File: src/design/dlpg_pkg.sv
`default_nettype none

package dlpg_pkg;

   localparam int COORD_BITS = 10;
   localparam int FRAC_BITS  = 16;
   localparam int COLOR_BITS = 24;
   localparam int POS_W      = COORD_BITS + FRAC_BITS;
   localparam int STEP_W     = POS_W + 1;
   localparam int COUNT_W    = COORD_BITS + 1;
   localparam int DIV_CNT_W  = $clog2(POS_W);

   typedef logic [COORD_BITS-1:0] coord_type;
   typedef logic [COLOR_BITS-1:0] color_type;
   typedef logic [POS_W-1:0]      pos_type;
   typedef logic [STEP_W-1:0]     step_type;
   typedef logic [COUNT_W-1:0]    count_type;

   localparam logic CMD_START   = 1'b0;
   localparam logic CMD_ADVANCE = 1'b1;

   // control into the shared divider
   typedef struct packed {
      logic      start;
      pos_type   dividend;
      coord_type divisor;
   } div_ctrl_type;

   // status back from the shared divider
   typedef struct packed {
      logic    done;
      pos_type quotient;
   } div_status_type;

endpackage

`default_nettype wire

File: src/design/dlpg_req_if.sv
`default_nettype none

interface dlpg_req_if;
   import dlpg_pkg::*;

   logic      valid;
   logic      ready;
   logic      cmd;
   coord_type x_start;
   coord_type y_start;
   coord_type x_end;
   coord_type y_end;
   color_type pixel_color;

   modport source (
      output valid, cmd, x_start, y_start, x_end, y_end, pixel_color,
      input  ready
   );

   modport sink (
      input  valid, cmd, x_start, y_start, x_end, y_end, pixel_color,
      output ready
   );
endinterface

`default_nettype wire

File: src/design/dlpg_rsp_if.sv
`default_nettype none

interface dlpg_rsp_if;
   import dlpg_pkg::*;

   logic      valid;
   logic      ready;
   coord_type point_x;
   coord_type point_y;
   color_type point_color;
   logic      last;

   modport source (
      output valid, point_x, point_y, point_color, last,
      input  ready
   );

   modport sink (
      input  valid, point_x, point_y, point_color, last,
      output ready
   );
endinterface

`default_nettype wire

File: src/design/dda_line_point_generator_unit.sv
// DDA line point generator.
// Start transfer: first point is registered at once; then the shared serial divider
// forms both increments, x then y, and no transfer is taken until it is done.
// Zero-length lines skip the divide. Advance transfer: one point per cycle while
// the result side does not stall; each point is registered in the result register.
// Reset (synchronous, active high) clears control state; no line is active after it.
`default_nettype none

module dda_line_point_generator_unit (
   input  wire logic clock,
   input  wire logic reset,
   dlpg_req_if.sink  req_bus,
   dlpg_rsp_if.source rsp_bus
);
   import dlpg_pkg::*;

   typedef enum logic [1:0] {
      ST_IDLE,
      ST_DIV_X,
      ST_DIV_Y
   } state_type;

   localparam logic [FRAC_BITS-1:0] HALF_FRAC = FRAC_BITS'(1) << (FRAC_BITS - 1);
   localparam logic [FRAC_BITS-1:0] ZERO_FRAC = '0;

   state_type state_ff;
   logic      line_active_ff;
   // positions carry a built-in half LSB so rounding is a plain bit select
   pos_type   pos_x_ff;
   pos_type   pos_y_ff;
   step_type  step_x_ff;
   step_type  step_y_ff;
   count_type points_left_ff;
   color_type held_color_ff;
   coord_type steps_ff;
   coord_type mag_y_ff;
   logic      neg_x_ff;
   logic      neg_y_ff;

   logic      rsp_valid_ff;
   coord_type rsp_x_ff;
   coord_type rsp_y_ff;
   color_type rsp_color_ff;
   logic      rsp_last_ff;

   // start decode
   logic      neg_x_in;
   logic      neg_y_in;
   coord_type adx_in;
   coord_type ady_in;
   coord_type steps_in;

   // advance datapath
   pos_type   pos_x_in;
   pos_type   pos_y_in;
   count_type points_left_in;

   logic      accept;
   logic      start_go;
   logic      advance_go;

   step_type  quot_ext;
   step_type  step_in;

   div_ctrl_type   div_ctrl;
   div_status_type div_status;

   assign req_bus.ready = (state_ff == ST_IDLE) && (!rsp_valid_ff || rsp_bus.ready);
   assign accept        = req_bus.valid && req_bus.ready;
   assign start_go      = accept && (req_bus.cmd == CMD_START);
   assign advance_go    = accept && (req_bus.cmd == CMD_ADVANCE) && line_active_ff;

   always_comb begin
      neg_x_in = req_bus.x_end < req_bus.x_start;
      neg_y_in = req_bus.y_end < req_bus.y_start;
      adx_in   = neg_x_in ? (req_bus.x_start - req_bus.x_end)
                          : (req_bus.x_end - req_bus.x_start);
      ady_in   = neg_y_in ? (req_bus.y_start - req_bus.y_end)
                          : (req_bus.y_end - req_bus.y_start);
      steps_in = (adx_in > ady_in) ? adx_in : ady_in;
   end

   // step addition wraps at POS_W, so the increment's sign bit drops out
   always_comb begin
      pos_x_in       = pos_x_ff + step_x_ff[POS_W-1:0];
      pos_y_in       = pos_y_ff + step_y_ff[POS_W-1:0];
      points_left_in = points_left_ff - 1'b1;
   end

   // shared divider: x axis launched from the start transfer, y axis after x is done
   always_comb begin
      div_ctrl.start    = (start_go && (steps_in != '0))
                          || ((state_ff == ST_DIV_X) && div_status.done);
      div_ctrl.dividend = (state_ff == ST_IDLE) ? {adx_in, ZERO_FRAC}
                                                : {mag_y_ff, ZERO_FRAC};
      div_ctrl.divisor  = steps_ff;
   end

   always_comb begin
      quot_ext = {1'b0, div_status.quotient};
      if (((state_ff == ST_DIV_X) && neg_x_ff) || ((state_ff == ST_DIV_Y) && neg_y_ff)) begin
         step_in = '0 - quot_ext;
      end else begin
         step_in = quot_ext;
      end
   end

   dlpg_divider u_divider (
      .clock  (clock),
      .reset  (reset),
      .ctrl   (div_ctrl),
      .status (div_status)
   );

   always_ff @(posedge clock) begin
      if (reset) begin
         state_ff       <= ST_IDLE;
         line_active_ff <= 1'b0;
         rsp_valid_ff   <= 1'b0;
         pos_x_ff       <= '0;
         pos_y_ff       <= '0;
         step_x_ff      <= '0;
         step_y_ff      <= '0;
         points_left_ff <= '0;
         held_color_ff  <= '0;
      end else begin
         if (rsp_valid_ff && rsp_bus.ready) begin
            rsp_valid_ff <= 1'b0;
         end

         case (state_ff)
            ST_IDLE: begin
               if (start_go) begin
                  held_color_ff  <= req_bus.pixel_color;
                  pos_x_ff       <= {req_bus.x_start, HALF_FRAC};
                  pos_y_ff       <= {req_bus.y_start, HALF_FRAC};
                  step_x_ff      <= '0;
                  step_y_ff      <= '0;
                  points_left_ff <= {1'b0, steps_in};
                  line_active_ff <= steps_in != '0;
                  rsp_valid_ff   <= 1'b1;
                  rsp_last_ff    <= steps_in == '0;
                  if (steps_in != '0) begin
                     state_ff <= ST_DIV_X;
                  end
               end else if (advance_go) begin
                  pos_x_ff       <= pos_x_in;
                  pos_y_ff       <= pos_y_in;
                  points_left_ff <= points_left_in;
                  line_active_ff <= points_left_in != '0;
                  rsp_valid_ff   <= 1'b1;
                  rsp_last_ff    <= points_left_in == '0;
               end
            end
            ST_DIV_X: begin
               if (div_status.done) begin
                  step_x_ff <= step_in;
                  state_ff  <= ST_DIV_Y;
               end
            end
            ST_DIV_Y: begin
               if (div_status.done) begin
                  step_y_ff <= step_in;
                  state_ff  <= ST_IDLE;
               end
            end
            default: begin
               state_ff <= ST_IDLE;
            end
         endcase
      end
   end

   // payload registers, no reset
   always_ff @(posedge clock) begin
      if (start_go) begin
         steps_ff     <= steps_in;
         mag_y_ff     <= ady_in;
         neg_x_ff     <= neg_x_in;
         neg_y_ff     <= neg_y_in;
         rsp_x_ff     <= req_bus.x_start;
         rsp_y_ff     <= req_bus.y_start;
         rsp_color_ff <= req_bus.pixel_color;
      end else if (advance_go) begin
         rsp_x_ff     <= pos_x_in[POS_W-1:FRAC_BITS];
         rsp_y_ff     <= pos_y_in[POS_W-1:FRAC_BITS];
         rsp_color_ff <= held_color_ff;
      end
   end

   assign rsp_bus.valid       = rsp_valid_ff;
   assign rsp_bus.point_x     = rsp_x_ff;
   assign rsp_bus.point_y     = rsp_y_ff;
   assign rsp_bus.point_color = rsp_color_ff;
   assign rsp_bus.last        = rsp_last_ff;

endmodule

`default_nettype wire

File: src/design/dlpg_divider.sv
`default_nettype none

// Restoring divider, one quotient bit per cycle, MSB first.
// Divisor must stay stable while busy.
module dlpg_divider (
   input  wire logic                    clock,
   input  wire logic                    reset,
   input  wire dlpg_pkg::div_ctrl_type  ctrl,
   output dlpg_pkg::div_status_type     status
);
   import dlpg_pkg::*;

   logic                 busy_ff;
   logic                 done_ff;
   logic [DIV_CNT_W-1:0] count_ff;
   pos_type              num_ff;
   pos_type              quot_ff;
   coord_type            rem_ff;

   logic [COORD_BITS:0]  trial;
   logic                 fits;
   logic [COORD_BITS:0]  diff;
   coord_type            rem_in;

   always_comb begin
      trial  = {rem_ff, num_ff[POS_W-1]};
      fits   = trial >= {1'b0, ctrl.divisor};
      diff   = trial - {1'b0, ctrl.divisor};
      // remainder stays below the divisor, so it fits COORD_BITS
      rem_in = fits ? diff[COORD_BITS-1:0] : trial[COORD_BITS-1:0];
   end

   always_ff @(posedge clock) begin
      if (reset) begin
         busy_ff  <= 1'b0;
         done_ff  <= 1'b0;
         count_ff <= '0;
      end else begin
         done_ff <= 1'b0;
         if (ctrl.start) begin
            busy_ff  <= 1'b1;
            count_ff <= DIV_CNT_W'(POS_W - 1);
         end else if (busy_ff) begin
            count_ff <= count_ff - 1'b1;
            if (count_ff == '0) begin
               busy_ff <= 1'b0;
               done_ff <= 1'b1;
            end
         end
      end
   end

   always_ff @(posedge clock) begin
      if (ctrl.start) begin
         num_ff  <= ctrl.dividend;
         rem_ff  <= '0;
         quot_ff <= '0;
      end else if (busy_ff) begin
         num_ff  <= {num_ff[POS_W-2:0], 1'b0};
         rem_ff  <= rem_in;
         quot_ff <= {quot_ff[POS_W-2:0], fits};
      end
   end

   assign status.done     = done_ff;
   assign status.quotient = quot_ff;

endmodule

`default_nettype wire

File: src/flat_wrapper.sv
// flat-port wrapper written by rule: the top's interface ports become plain ports
module dda_line_point_generator_unit_flat import dlpg_pkg::*;
  (clock, reset, req_bus_valid, req_bus_cmd, req_bus_x_start, req_bus_y_start, req_bus_x_end, req_bus_y_end, req_bus_pixel_color, req_bus_ready, rsp_bus_valid, rsp_bus_point_x, rsp_bus_point_y, rsp_bus_point_color, rsp_bus_last, rsp_bus_ready);
  dlpg_req_if req_bus_i ();
  dlpg_rsp_if rsp_bus_i ();
  input  wire logic clock;
  input  wire logic reset;
  input wire logic [$bits(req_bus_i.valid)-1:0] req_bus_valid;
  input wire logic [$bits(req_bus_i.cmd)-1:0] req_bus_cmd;
  input wire logic [$bits(req_bus_i.x_start)-1:0] req_bus_x_start;
  input wire logic [$bits(req_bus_i.y_start)-1:0] req_bus_y_start;
  input wire logic [$bits(req_bus_i.x_end)-1:0] req_bus_x_end;
  input wire logic [$bits(req_bus_i.y_end)-1:0] req_bus_y_end;
  input wire logic [$bits(req_bus_i.pixel_color)-1:0] req_bus_pixel_color;
  output wire logic [$bits(req_bus_i.ready)-1:0] req_bus_ready;
  output wire logic [$bits(rsp_bus_i.valid)-1:0] rsp_bus_valid;
  output wire logic [$bits(rsp_bus_i.point_x)-1:0] rsp_bus_point_x;
  output wire logic [$bits(rsp_bus_i.point_y)-1:0] rsp_bus_point_y;
  output wire logic [$bits(rsp_bus_i.point_color)-1:0] rsp_bus_point_color;
  output wire logic [$bits(rsp_bus_i.last)-1:0] rsp_bus_last;
  input wire logic [$bits(rsp_bus_i.ready)-1:0] rsp_bus_ready;
  assign req_bus_i.valid = req_bus_valid;
  assign req_bus_i.cmd = req_bus_cmd;
  assign req_bus_i.x_start = req_bus_x_start;
  assign req_bus_i.y_start = req_bus_y_start;
  assign req_bus_i.x_end = req_bus_x_end;
  assign req_bus_i.y_end = req_bus_y_end;
  assign req_bus_i.pixel_color = req_bus_pixel_color;
  assign req_bus_ready = req_bus_i.ready;
  assign rsp_bus_valid = rsp_bus_i.valid;
  assign rsp_bus_point_x = rsp_bus_i.point_x;
  assign rsp_bus_point_y = rsp_bus_i.point_y;
  assign rsp_bus_point_color = rsp_bus_i.point_color;
  assign rsp_bus_last = rsp_bus_i.last;
  assign rsp_bus_i.ready = rsp_bus_ready;
  dda_line_point_generator_unit u_core (.clock(clock), .reset(reset), .req_bus(req_bus_i), .rsp_bus(rsp_bus_i));
endmodule
File: config.mk
export PLATFORM = sky130hd
export DESIGN_NAME = dda_line_point_generator_unit_flat
export DESIGN_NICKNAME = d
export VERILOG_FILES = /design/src/design/dlpg_pkg.sv /design/src/design/dlpg_req_if.sv /design/src/design/dlpg_rsp_if.sv /design/src/design/dda_line_point_generator_unit.sv /design/src/design/dlpg_divider.sv /design/src/flat_wrapper.sv
export SDC_FILE = /design/constraint.sdc
export NUM_CORES = 1
export LEC_CHECK = 0
export BUFFER_PORTS_ARGS = -buffer_cell sky130_fd_sc_hd__buf_4
export CORE_ASPECT_RATIO = 1.75
export CORE_MARGIN = 2
export CORE_UTILIZATION = 42
export CTS_CLUSTER_DIAMETER = 80
export DETAILED_ROUTE_END_ITERATION = 7
export GPL_ROUTABILITY_DRIVEN = 0
export HOLD_SLACK_MARGIN = 0.06
export PLACE_DENSITY = 0.66
export SLEW_MARGIN = 10
export SYNTH_ARGS = -nofsm -noshare
export SYNTH_HDL_FRONTEND = slang
export SYNTH_SLANG_ARGS = --single-unit
File: constraint.sdc
create_clock -name clock -period 4.88 [get_ports clock]
set_input_delay 0.488 -clock clock [delete_from_list [all_inputs] [get_ports clock]]
set_output_delay 0.488 -clock clock [all_outputs]
set_load 0.05 [all_outputs]
# Word level (Yosys, flattened, before mapping)
# Cells that the tools add are included.
[op_classes]
addsub = 10
magnitude_cmp = 4
eq_ne = 6
n_mux = 43
n_bitwise = 3
reduce_logical = 32
[op_table]
columns = ["op", "count"]
rows = [
  ["$mux 26", 10],
  ["$pmux 26 s2", 2],
  ["$mux 10", 8],
  ["$add 26x26->26", 2],
  ["$sub 10x10->10", 5],
  ["$mux 24", 2],
  ["$sub 1x26->26 const A", 1],
  ["$mux 11", 2],
  ["$lt 10x10->1", 2],
  ["$mux 1", 12],
  ["$ge 11x10->1", 1],
  ["$logic_not 11->1", 1],
  ["$reduce_bool 11->1", 1],
  ["$sub 11x1->11 const B", 1],
  ["$gt 10x10->1", 1],
  ["$logic_and 1x1->1", 10],
  ["$logic_not 10->1", 1],
  ["$mux 5", 2],
  ["$reduce_bool 10->1", 1],
  ["$reduce_and 3->1", 3],
  ["$mux 2", 4],
  ["$reduce_bool 2->1", 4],
  ["$ne 2x2->1 const B", 3],
  ["$pmux 2 s3", 1],
  ["other kinds (13)", 18],
]
[word_totals]
register_bits = 279
output_inout_bits = 47
wordCells = 122

# Depth between registers and ports, before layout
# Gate-level depths: netlist (run 1).
[depth]
ltp_word = 9
depth_mapped = 23
mapped_depth_nobuf = 21

# By module
# Synthesis (run 1) repeated with hierarchy kept, for this count alone.
[hier_totals]
hier_cells = 1899
hier_area_um2 = 16539.6
[by_module_without_submodules]
columns = ["mod", "instances", "cells_per_inst", "area_per_inst_um2", "seq_area_each_um2"]
rows = [
  ["dda_line_point_generator_unit", 1, 1587, 13211.4, 4874.7],
  ["dlpg_divider", 1, 312, 3328.2, 1641.6],
]

# Worst setup path before layout (run 1)
# OpenSTA, ideal clock, no wires.
[synth_path]
path_type = "input to register"
start = "input req_bus_x_end[0]"
end = "register u_core.u_divider.num_ff[16] (enable)"
arrival_ns = 4.772
required_ns = 4.576
setup_slack_ns = -0.196
stages = 20
path_buffers = 1
cell_sequence = "inv_1 -> ha_1 -> inv_1 -> fa_1 -> nand3_1 -> a211oi_2 -> nor3_1 -> buf_6 -> mux2i_1 -> xor2_1 -> ha_1 -> and3_1 -> and3_1 -> o21ai_0 -> nand3b_1 -> o21ai_1 -> and3_1 -> a31oi_1 -> o31a_1 -> or3_1"
[synth_between]
elab_chain_len = 8
elab_cells_between_ends = 10
cone_classes = "add/sub: 2; order compare: 2; mux: 2; reduce/logical: 4"
[synth_rtl]
columns = ["item", "line_no", "rtl"]
rows = [
  ["from (decl)", "flat_wrapper.sv:12", "input wire logic [$bits(req_bus_i.x_end)-1:0] req_bus_x_end;"],
  ["$lt 10x10->1 *", "dda_line_point_generator_unit.sv:74", "neg_x_in = req_bus.x_end < req_bus.x_start;"],
  ["via u_core.neg_x_in", "dda_line_point_generator_unit.sv:47", "logic neg_x_in;"],
  ["$mux 10 *", "dda_line_point_generator_unit.sv:76", "adx_in = neg_x_in ? (req_bus.x_start - req_bus.x_end)"],
  ["$gt 10x10->1", "dda_line_point_generator_unit.sv:80", "steps_in = (adx_in > ady_in) ? adx_in : ady_in;"],
  ["$mux 10 *", "dda_line_point_generator_unit.sv:80", ""],
  ["$reduce_bool 10->1 *", "dda_line_point_generator_unit.sv:92", "div_ctrl.start = (start_go && (steps_in != '0))"],
  ["$logic_and 1x1->1 *", "dda_line_point_generator_unit.sv:92", ""],
  ["$logic_or 1x1->1 *", "dda_line_point_generator_unit.sv:93", "|| ((state_ff == ST_DIV_X) && div_status.done);"],
  ["$reduce_bool 2->1 (no source line) *", "n/a", ""],
  ["to (signal assigned)", "dlpg_divider.sv:55", "num_ff <= ctrl.dividend;"],
  ["to (signal assigned)", "dlpg_divider.sv:59", "num_ff <= {num_ff[POS_W-2:0], 1'b0};"],
  ["to (decl)", "dlpg_divider.sv:16", "pos_type num_ff;"],
]
# Mark *: on every way through the listed nets, which the timed path passes. The rest lies on a longest branch.
# A chain may end at the register's enable or synchronous reset.

# Worst setup path after layout (run 1)
[layout_path]
start = "input req_bus_x_end[0]"
end = "register u_core.u_divider.num_ff[19] (enable)"
[layout_between]
elab_chain_len = 8
elab_cells_between_ends = 10
cone_classes = "add/sub: 2; order compare: 2; mux: 2; reduce/logical: 4"
[layout_rtl]
columns = ["item", "line_no", "rtl"]
rows = [
  ["$sub 10x10->10, or another cell as far along", "dda_line_point_generator_unit.sv:77", ": (req_bus.x_end - req_bus.x_start);"],
  ["$mux 10 *", "dda_line_point_generator_unit.sv:76", ""],
  ["$gt 10x10->1", "dda_line_point_generator_unit.sv:80", ""],
  ["$mux 10 *", "dda_line_point_generator_unit.sv:80", ""],
  ["$reduce_bool 10->1 *", "dda_line_point_generator_unit.sv:92", ""],
  ["$logic_and 1x1->1 *", "dda_line_point_generator_unit.sv:92", ""],
  ["$logic_or 1x1->1 *", "dda_line_point_generator_unit.sv:93", ""],
  ["$reduce_bool 2->1 (no source line) *", "n/a", ""],
]
# Every way passes the cells marked *; elsewhere a longest branch is shown, timed or not.

==> metrics.csv, run 1 <==
metric;value;unit
cts_buffers;25;
p_total;6.648;mW
track_usage;22.68;%
clk_pin_slew;0.07;ns
worst_setup_path_start_kind;input pin;
final_cell_mix;238 x nor2_1, 205 x buf_4, 189 x nand2_1, 185 x dfxtp_1, 150 x a21oi_1;
clock_sinks;263;
synthFlopType;dfxtp_1;
skew;0.02035;ns
grt_pass1_vias;14430;
ant_nets;0;
seq_area_frac_synth;37.53;%
start_util;42.73;%
status;finished clean;
area_growth;16.22;%
antenna_found_initial;0;
viasPerCell;5.763;
drive_above_1_share;13.47;%
cts_setup_buffers;0;
finalHoldViolCount;0;
num_io_pins;116;
drc;0;
placementRows;94;
worstPathRequired;5.19;ns
worst_hold_slack;0.2056;ns
yosysWarnings;0;
netlist_instances;1910;
post-dp-hpwl;34.39;mm
endpoint;u_core.u_divider.num_ff[19]$_DFFE_PP_;
power_density;355.7;nW/um^2
ff2ff_path_depth;12;
dieArea;39940;sq um
drt_iter0_markers;906;
cp_max_fo;10;
via_count;14620;
die_w;151.9;microns
rsz0062_at_grt;false;
clkLatencyLatePin;0.55;ns
synthArstFlopShare;0;%
synth.distinct_cells;80;
final_common_cell;nor2_1;
coreArea;37640;sq um
clock_path_buffers;3;
syn_area;16080;sq um
arrival;4.85;ns
root_buffer;clkbuf_16;
fillCellCount;3599;
ys_ff_latch;263;
ctsResizeCount;0;
grt_pass1_wl;74.30;mm
rrSetupSlack;1.63;ns
setup_viol_count_final;0;
timing.rr.end;u_core.pos_x_ff[22]$_SDFFE_PP0P_;
holdCritPathClass;in2reg;
cts_hold_buf;0;
ir_worst_vdd;0.2103;mV
totalWireLength;46.95;mm
path_class;in2reg;
synth_edf_count;77;
crit_start;req_bus_x_end[0];
post-route-min-period;4.542;ns
syn_nets;2099;
port_buffers;115;
slew_headroom;24.69;%
fin_nets;2226;
num_antenna_cells;0;
grt_max_degree;114;
wl_per_cell;18.51;microns
synth_area_per_cell;8.420;sq um
drv_cap;0;
end_kind;flip-flop;
grt.overflow.total;0;
timing.rr.start;u_core.step_x_ff[0]$_SDFFE_PP0P_;
slew_violations;0;
p_leak;8.108;nW
worst_pin_slew;1.127;ns
fin_crit_sh;93.08;%
h-tree-depth;1;
cts_tree;built;
fmax;220.1;MHz
firstDrtPassIters;5;
die_h;262.9;microns
-- cells in the mapped netlist (5+ instances only) --
library cell | instances | area, sq um
buf_1 | 9 | 33.78
nand2_1 | 191 | 716.9
or2_2 | 7 | 43.79
and3_1 | 20 | 125.1
nand2b_1 | 20 | 125.1
a22oi_1 | 16 | 120.1
clkbuf_1 | 83 | 311.6
or3_1 | 12 | 75.07
mux2i_1 | 57 | 570.6
xor2_1 | 29 | 254.0
inv_1 | 106 | 397.9
fa_1 | 7 | 140.1
a21boi_0 | 5 | 37.54
dfxtp_1 | 186 | 3724
edfxtp_1 | 77 | 2312
and2_1 | 7 | 43.79
o41ai_1 | 7 | 61.31
o21ai_0 | 70 | 350.3
o31ai_1 | 14 | 105.1
buf_2 | 10 | 50.05
o22ai_1 | 10 | 62.56
xnor2_1 | 56 | 490.5
nor3_1 | 61 | 305.3
nand3_1 | 40 | 200.2
nor2_1 | 239 | 897.1
a21oi_1 | 150 | 750.7
ha_1 | 113 | 1414
nand4_1 | 8 | 50.05
o211ai_1 | 11 | 82.58
o21a_1 | 17 | 127.6
nor2b_1 | 17 | 106.4
nor4_1 | 7 | 43.79
a32oi_1 | 5 | 43.79
a21o_1 | 41 | 307.8
or4_1 | 16 | 120.1
a311oi_1 | 7 | 61.31
a221oi_1 | 10 | 87.58
a211oi_1 | 8 | 60.06
a31oi_1 | 68 | 425.4
o221ai_1 | 8 | 70.07
nand3b_1 | 7 | 52.55
-- metal layers --
layer / up-vias / GRT usage, % / part of all wire (%)
li1: 7117 / - / -
met1: 7015 / 23.17 / 37
met2: 357 / 44.56 / 55
met3: 126 / 1.896 / 3.1
met4: 0 / 12.60 / 5.6
met5: - / 0 / 0
-- registers in the layout (all words and copies together), names as in the netlist, 2 cells and up --
register,cells
u_core.u_divider.quot_ff,26
u_core.pos_y_ff,26
u_core.pos_x_ff,26
u_core.u_divider.count_ff,5
u_core.held_color_ff,24
u_core.rsp_bus.point_y,10
u_core.steps_ff,10
u_core.rsp_bus.point_color,24
u_core.step_y_ff,26
u_core.rsp_bus.point_x,10
u_core.u_divider.rem_ff,10
u_core.state_ff,2
u_core.step_x_ff,26
u_core.mag_y_ff,10
u_core.points_left_ff,11
u_core.u_divider.num_ff,10
-- how the worst min path moves through the flow --
stage,slack (ns),end,start,depth (start not counted)
floorplan,0.44,u_core.pos_x_ff[12]$_SDFFE_PP0P_,u_core.pos_x_ff[12]$_SDFFE_PP0P_,2
global placement,0.44,u_core.pos_y_ff[8]$_SDFFE_PP0P_,u_core.pos_y_ff[8]$_SDFFE_PP0P_,2
detailed placement,0.45,u_core.pos_x_ff[12]$_SDFFE_PP0P_,u_core.pos_x_ff[12]$_SDFFE_PP0P_,2
CTS,0.19,u_core.held_color_ff[15]$_SDFFE_PP0P_,req_bus_pixel_color[15],3
global route,0.21,u_core.held_color_ff[13]$_SDFFE_PP0P_,req_bus_pixel_color[13],3
finish,0.21,u_core.held_color_ff[15]$_SDFFE_PP0P_,req_bus_pixel_color[15],3
-- stage by stage --
stage	util, %	area [sq um]	std cells	TNS (ns)	setup WS [ns]
global route	49.66	18690	2536	0	0.01440
finish	49.66	18690	2536	0	0.3376
detailed placement	47.45	17860	2489	-5.588	-0.2498
global placement	47.45	17860	2489	-1.127	-0.1081
CTS	49.61	18670	2535	0	0.3160
floorplan	-	16090	1910	0	0.01867
-- logic make-up (layout without fill, tap and decap cells) --
logic type      after synthesis  count (layout)  synth area share, %
simple gates                665             665                18.80
compound gates              501             501                20.28
flops                       263             263                37.53
buf+inv                     214             360                5.205
fa+ha+maj                   120             120                9.662
xor+xnor                     85              85                4.629
mux                          62              62                3.898
-- final cells by class --
class                   instances  area (sq um)  area share, %
inverters                     107         404.1          2.162
repair buffers                207          1579          8.448
clock inverters                14         130.1         0.6962
clock buffers                  32         683.2          3.655
multi-input cells            1433          9258          49.53
flip-flops and latches        263          6037          32.30
well taps                     480         600.6          3.213
-- where the power goes --
group,internal (mW),switching [mW],leakage (nW)
Combinational,0.848,1.25,5.47
Sequential,2.45,0.117,2.24
Clock,1.10,0.877,0.401
Total,4.40,2.25,8.11
-- critical path, stage by stage --
cell      delay (ns)
buf_4           0.08
inv_1           0.04
ha_1            0.19
inv_1           0.07
fa_1            0.21
nand3_1         0.12
a211oi_2        0.28
nor3_2          0.09
buf_4           0.19
or3_1           0.36
a21o_1          0.20
nand2_1         0.10
inv_1           0.05
ha_1            0.28
and3_1          0.20
and3_1          0.19
o21ai_0         0.07
nand3b_1        0.17
o21ai_4         0.22
buf_4           0.17
nand2_1         0.07
o32a_1          0.17
o31a_1          0.27
or3_1           0.35
buf_4           0.19
Power figures use the tool's default switching activity.
==> run 2, diff against run 1 <==
--- a/config.mk
+++ b/config.mk
@@ -13,7 +13,6 @@
 export DETAILED_ROUTE_END_ITERATION = 7
 export GPL_ROUTABILITY_DRIVEN = 0
 export HOLD_SLACK_MARGIN = 0.06
-export PLACE_DENSITY = 0.66
 export SLEW_MARGIN = 10
 export SYNTH_ARGS = -nofsm -noshare
 export SYNTH_HDL_FRONTEND = slang
==> constraint.sdc (replaced) <==
create_clock -name clock -period 5.55 [get_ports clock]
set_input_delay 0.555 -clock clock [delete_from_list [all_inputs] [get_ports clock]]
set_output_delay 0.555 -clock clock [all_outputs]
set_load 0.05 [all_outputs]
==> metrics.csv, run 2 (synthesis results as in run 1) <==
metric;value;unit;change
fin_crit_sh;91.10;%;
path_buf_inv;6;;-1
post-route-min-period;5.056;ns;
skew;0.01969;ns;-0.0006546 ns
firstDrtPassIters;8;;+3
critical-path-slowest-cell;or3_1;;
grt_pass1_wl;75.77;mm;+2.0%
final_common_cell;nor2_1;;
cts_hold_buf;0;;unchanged
worstPathRequired;5.79;ns;+0.60 ns
cp_max_fo;17;;+7
area_growth;14.54;%;
cp_common_cell;buf_4;;
drt_iter0_markers;877;;-3.2%
fin_nets;2177;;-2.2%
fmax;197.8;MHz;
rsz0062_at_grt;false;;
drive_above_1_share;11.50;%;-2.0 points
path_class;in2reg;;
holdCritPathClass;in2reg;;
worst_pin_slew;1.233;ns;+0.1062 ns
cts_buffers;26;;+4.0%
finalHoldViolCount;0;;unchanged
fin_cells;2488;;-1.9%
h-tree-depth;1;;unchanged
power.share.clock;32.8;%;+3.0 points
die_h;262.9;microns;unchanged
setup_viol_count_final;0;;unchanged
clock_sinks;263;;unchanged
p_sw_share;34.04;%;+0.25 points
wl_per_cell;19.14;microns;+3.4%
clock_path_buffers;3;;unchanged
final_cell_mix;238 x nor2_1, 189 x nand2_1, 185 x dfxtp_1, 157 x buf_4, 150 x a21oi_1;;
p_leak;7.944;nW;-2.0%
clkLatencyLatePin;0.56;ns;about the same
dp_cells;2440;;-2.0%
cts_tree;built;;
via_count;14330;;-2.0%
intPower;3.990;mW;-9.4%
pwr-share-comb;29.9;%;-1.7 points
p_sw;2.059;mW;-8.3%
start_util;42.73;%;unchanged
die_w;151.9;microns;unchanged
placementRows;94;;unchanged
ir_worst_vdd;0.2182;mV;+3.8%
pwr-share-seq;37.3;%;-1.3 points
antenna_found_initial;0;;unchanged
viasPerCell;5.758;;about the same
cp_cell_sequence;buf_4 -> inv_1 -> ha_1 -> inv_1 -> fa_1 -> nand3_1 -> a211oi_2 -> nor3_1 -> buf_4 -> mux2i_1 -> xor2_1 -> inv_2 -> ha_1 -> and4_1 -> and3_1 -> o21ai_0 -> nand3b_1 -> o21ai_1 -> buf_4 -> nand4_1 -> a2bb2oi_1 -> o31a_1 -> or3_1;;
cts_setup_buffers;0;;unchanged
arrival;5.30;ns;+0.45 ns
track_usage;23.20;%;+0.52 points
dieArea;39940;sq um;unchanged
num_io_pins;116;;unchanged
grt_pass1_vias;14270;;-1.2%
slew_violations;0;;unchanged
drc;0;;unchanged
end_kind;flip-flop;;
drv_cap;0;;unchanged
cp_top_family;simple AND/OR/NAND/NOR gates;;
grt.overflow.total;0;;unchanged
slowest_delay;0.56;ns;+0.20 ns
totalWireLength;47.61;mm;+1.4%
slew_headroom;17.79;%;-6.9 points
worst_hold_slack;0.2640;ns;+0.05844 ns
worst_setup_path_start_kind;input pin;;
ant_nets;0;;unchanged
power_density;328.4;nW/um^2;-7.7%
coreArea;37640;sq um;unchanged
fin_tns_setup;0;ns;unchanged
num_antenna_cells;0;;unchanged
root_buffer;clkbuf_16;;
post-dp-hpwl;35.06;mm;+1.9%
ctsResizeCount;0;;unchanged
status;finished clean;;
clk_pin_slew;0.07;ns;about the same
p_total;6.049;mW;-9.0%
port_buffers;115;;unchanged
grt_max_degree;80;;-30%
-- run 2: area by class of cell --
class	instances	area [sq um]
fill	3656	19210
multi-input combinational	1433	9234
sequential	263	6037
timing repair buffer	157	1179
clock buffer	35	809.5
tap	480	600.6
inverter	107	404.1
clock inverter	13	157.7
-- run 2: power by group through the flow --
stage / clock [mW] / sequential (mW) / combinational (mW)
6_report: 1.98 / 2.26 / 1.81
5_1_grt: 2.09 / 2.27 / 1.96
3_3_place_gp: 0 / 2.29 / 1.76
4_1_cts: 2.03 / 2.25 / 1.79
2_1_floorplan: 0 / 2.35 / 1.13
3_5_place_dp: 0 / 2.30 / 1.79
-- run 2: worst reg2reg max path: cells and delay by family (launching register included) --
kind | cells | cell delay (ns)
compound gates | 7 | 1.82
flops | 1 | 0.32
xor+xnor | 1 | 0.36
buf+inv | 1 | 0.08
simple gates | 1 | 0.06
fa+ha+maj | 2 | 0.43
-- run 2: per-stage QoR --
step / worst slack, ns / util, % / area, sq um
5_1_grt: 0.1376 / 48.95 / 18420
6_report: 0.4938 / 48.95 / 18420
2_1_floorplan: 0.4072 / - / 16080
3_5_place_dp: -0.04027 / 46.38 / 17450
3_3_place_gp: 0.1940 / 46.38 / 17450
4_1_cts: 0.5637 / 48.95 / 18420
-- run 2: per-layer routing --
| metal | vias to the layer above | global-route usage, % | part of all wire (%) |
|---|---|---|---|
| met5 | - | 0 | 0 |
| li1 | 7018 | - | - |
| met4 | 0 | 13.46 | 6.3 |
| met1 | 6881 | 24.07 | 37 |
| met3 | 123 | 2.111 | 3.0 |
| met2 | 304 | 44.74 | 54 |
-- run 2: worst paths after layout --
kind                                     from                                   endpoint  slack [ns]  cells after the start
max                          req_bus_x_end[0]  u_core.u_divider.num_ff[16]$_SDFFCE_PN0P_        0.49                     23
min                   req_bus_pixel_color[17]      u_core.held_color_ff[17]$_SDFFE_PP0P_        0.26                      3
max reg2reg  u_core.step_x_ff[0]$_SDFFE_PP0P_        u_core.rsp_bus.point_x[2]$_DFFE_PN_        2.20                     12
min reg2reg  u_core.pos_y_ff[11]$_SDFFE_PP0P_           u_core.pos_y_ff[11]$_SDFFE_PP0P_        0.46                      2
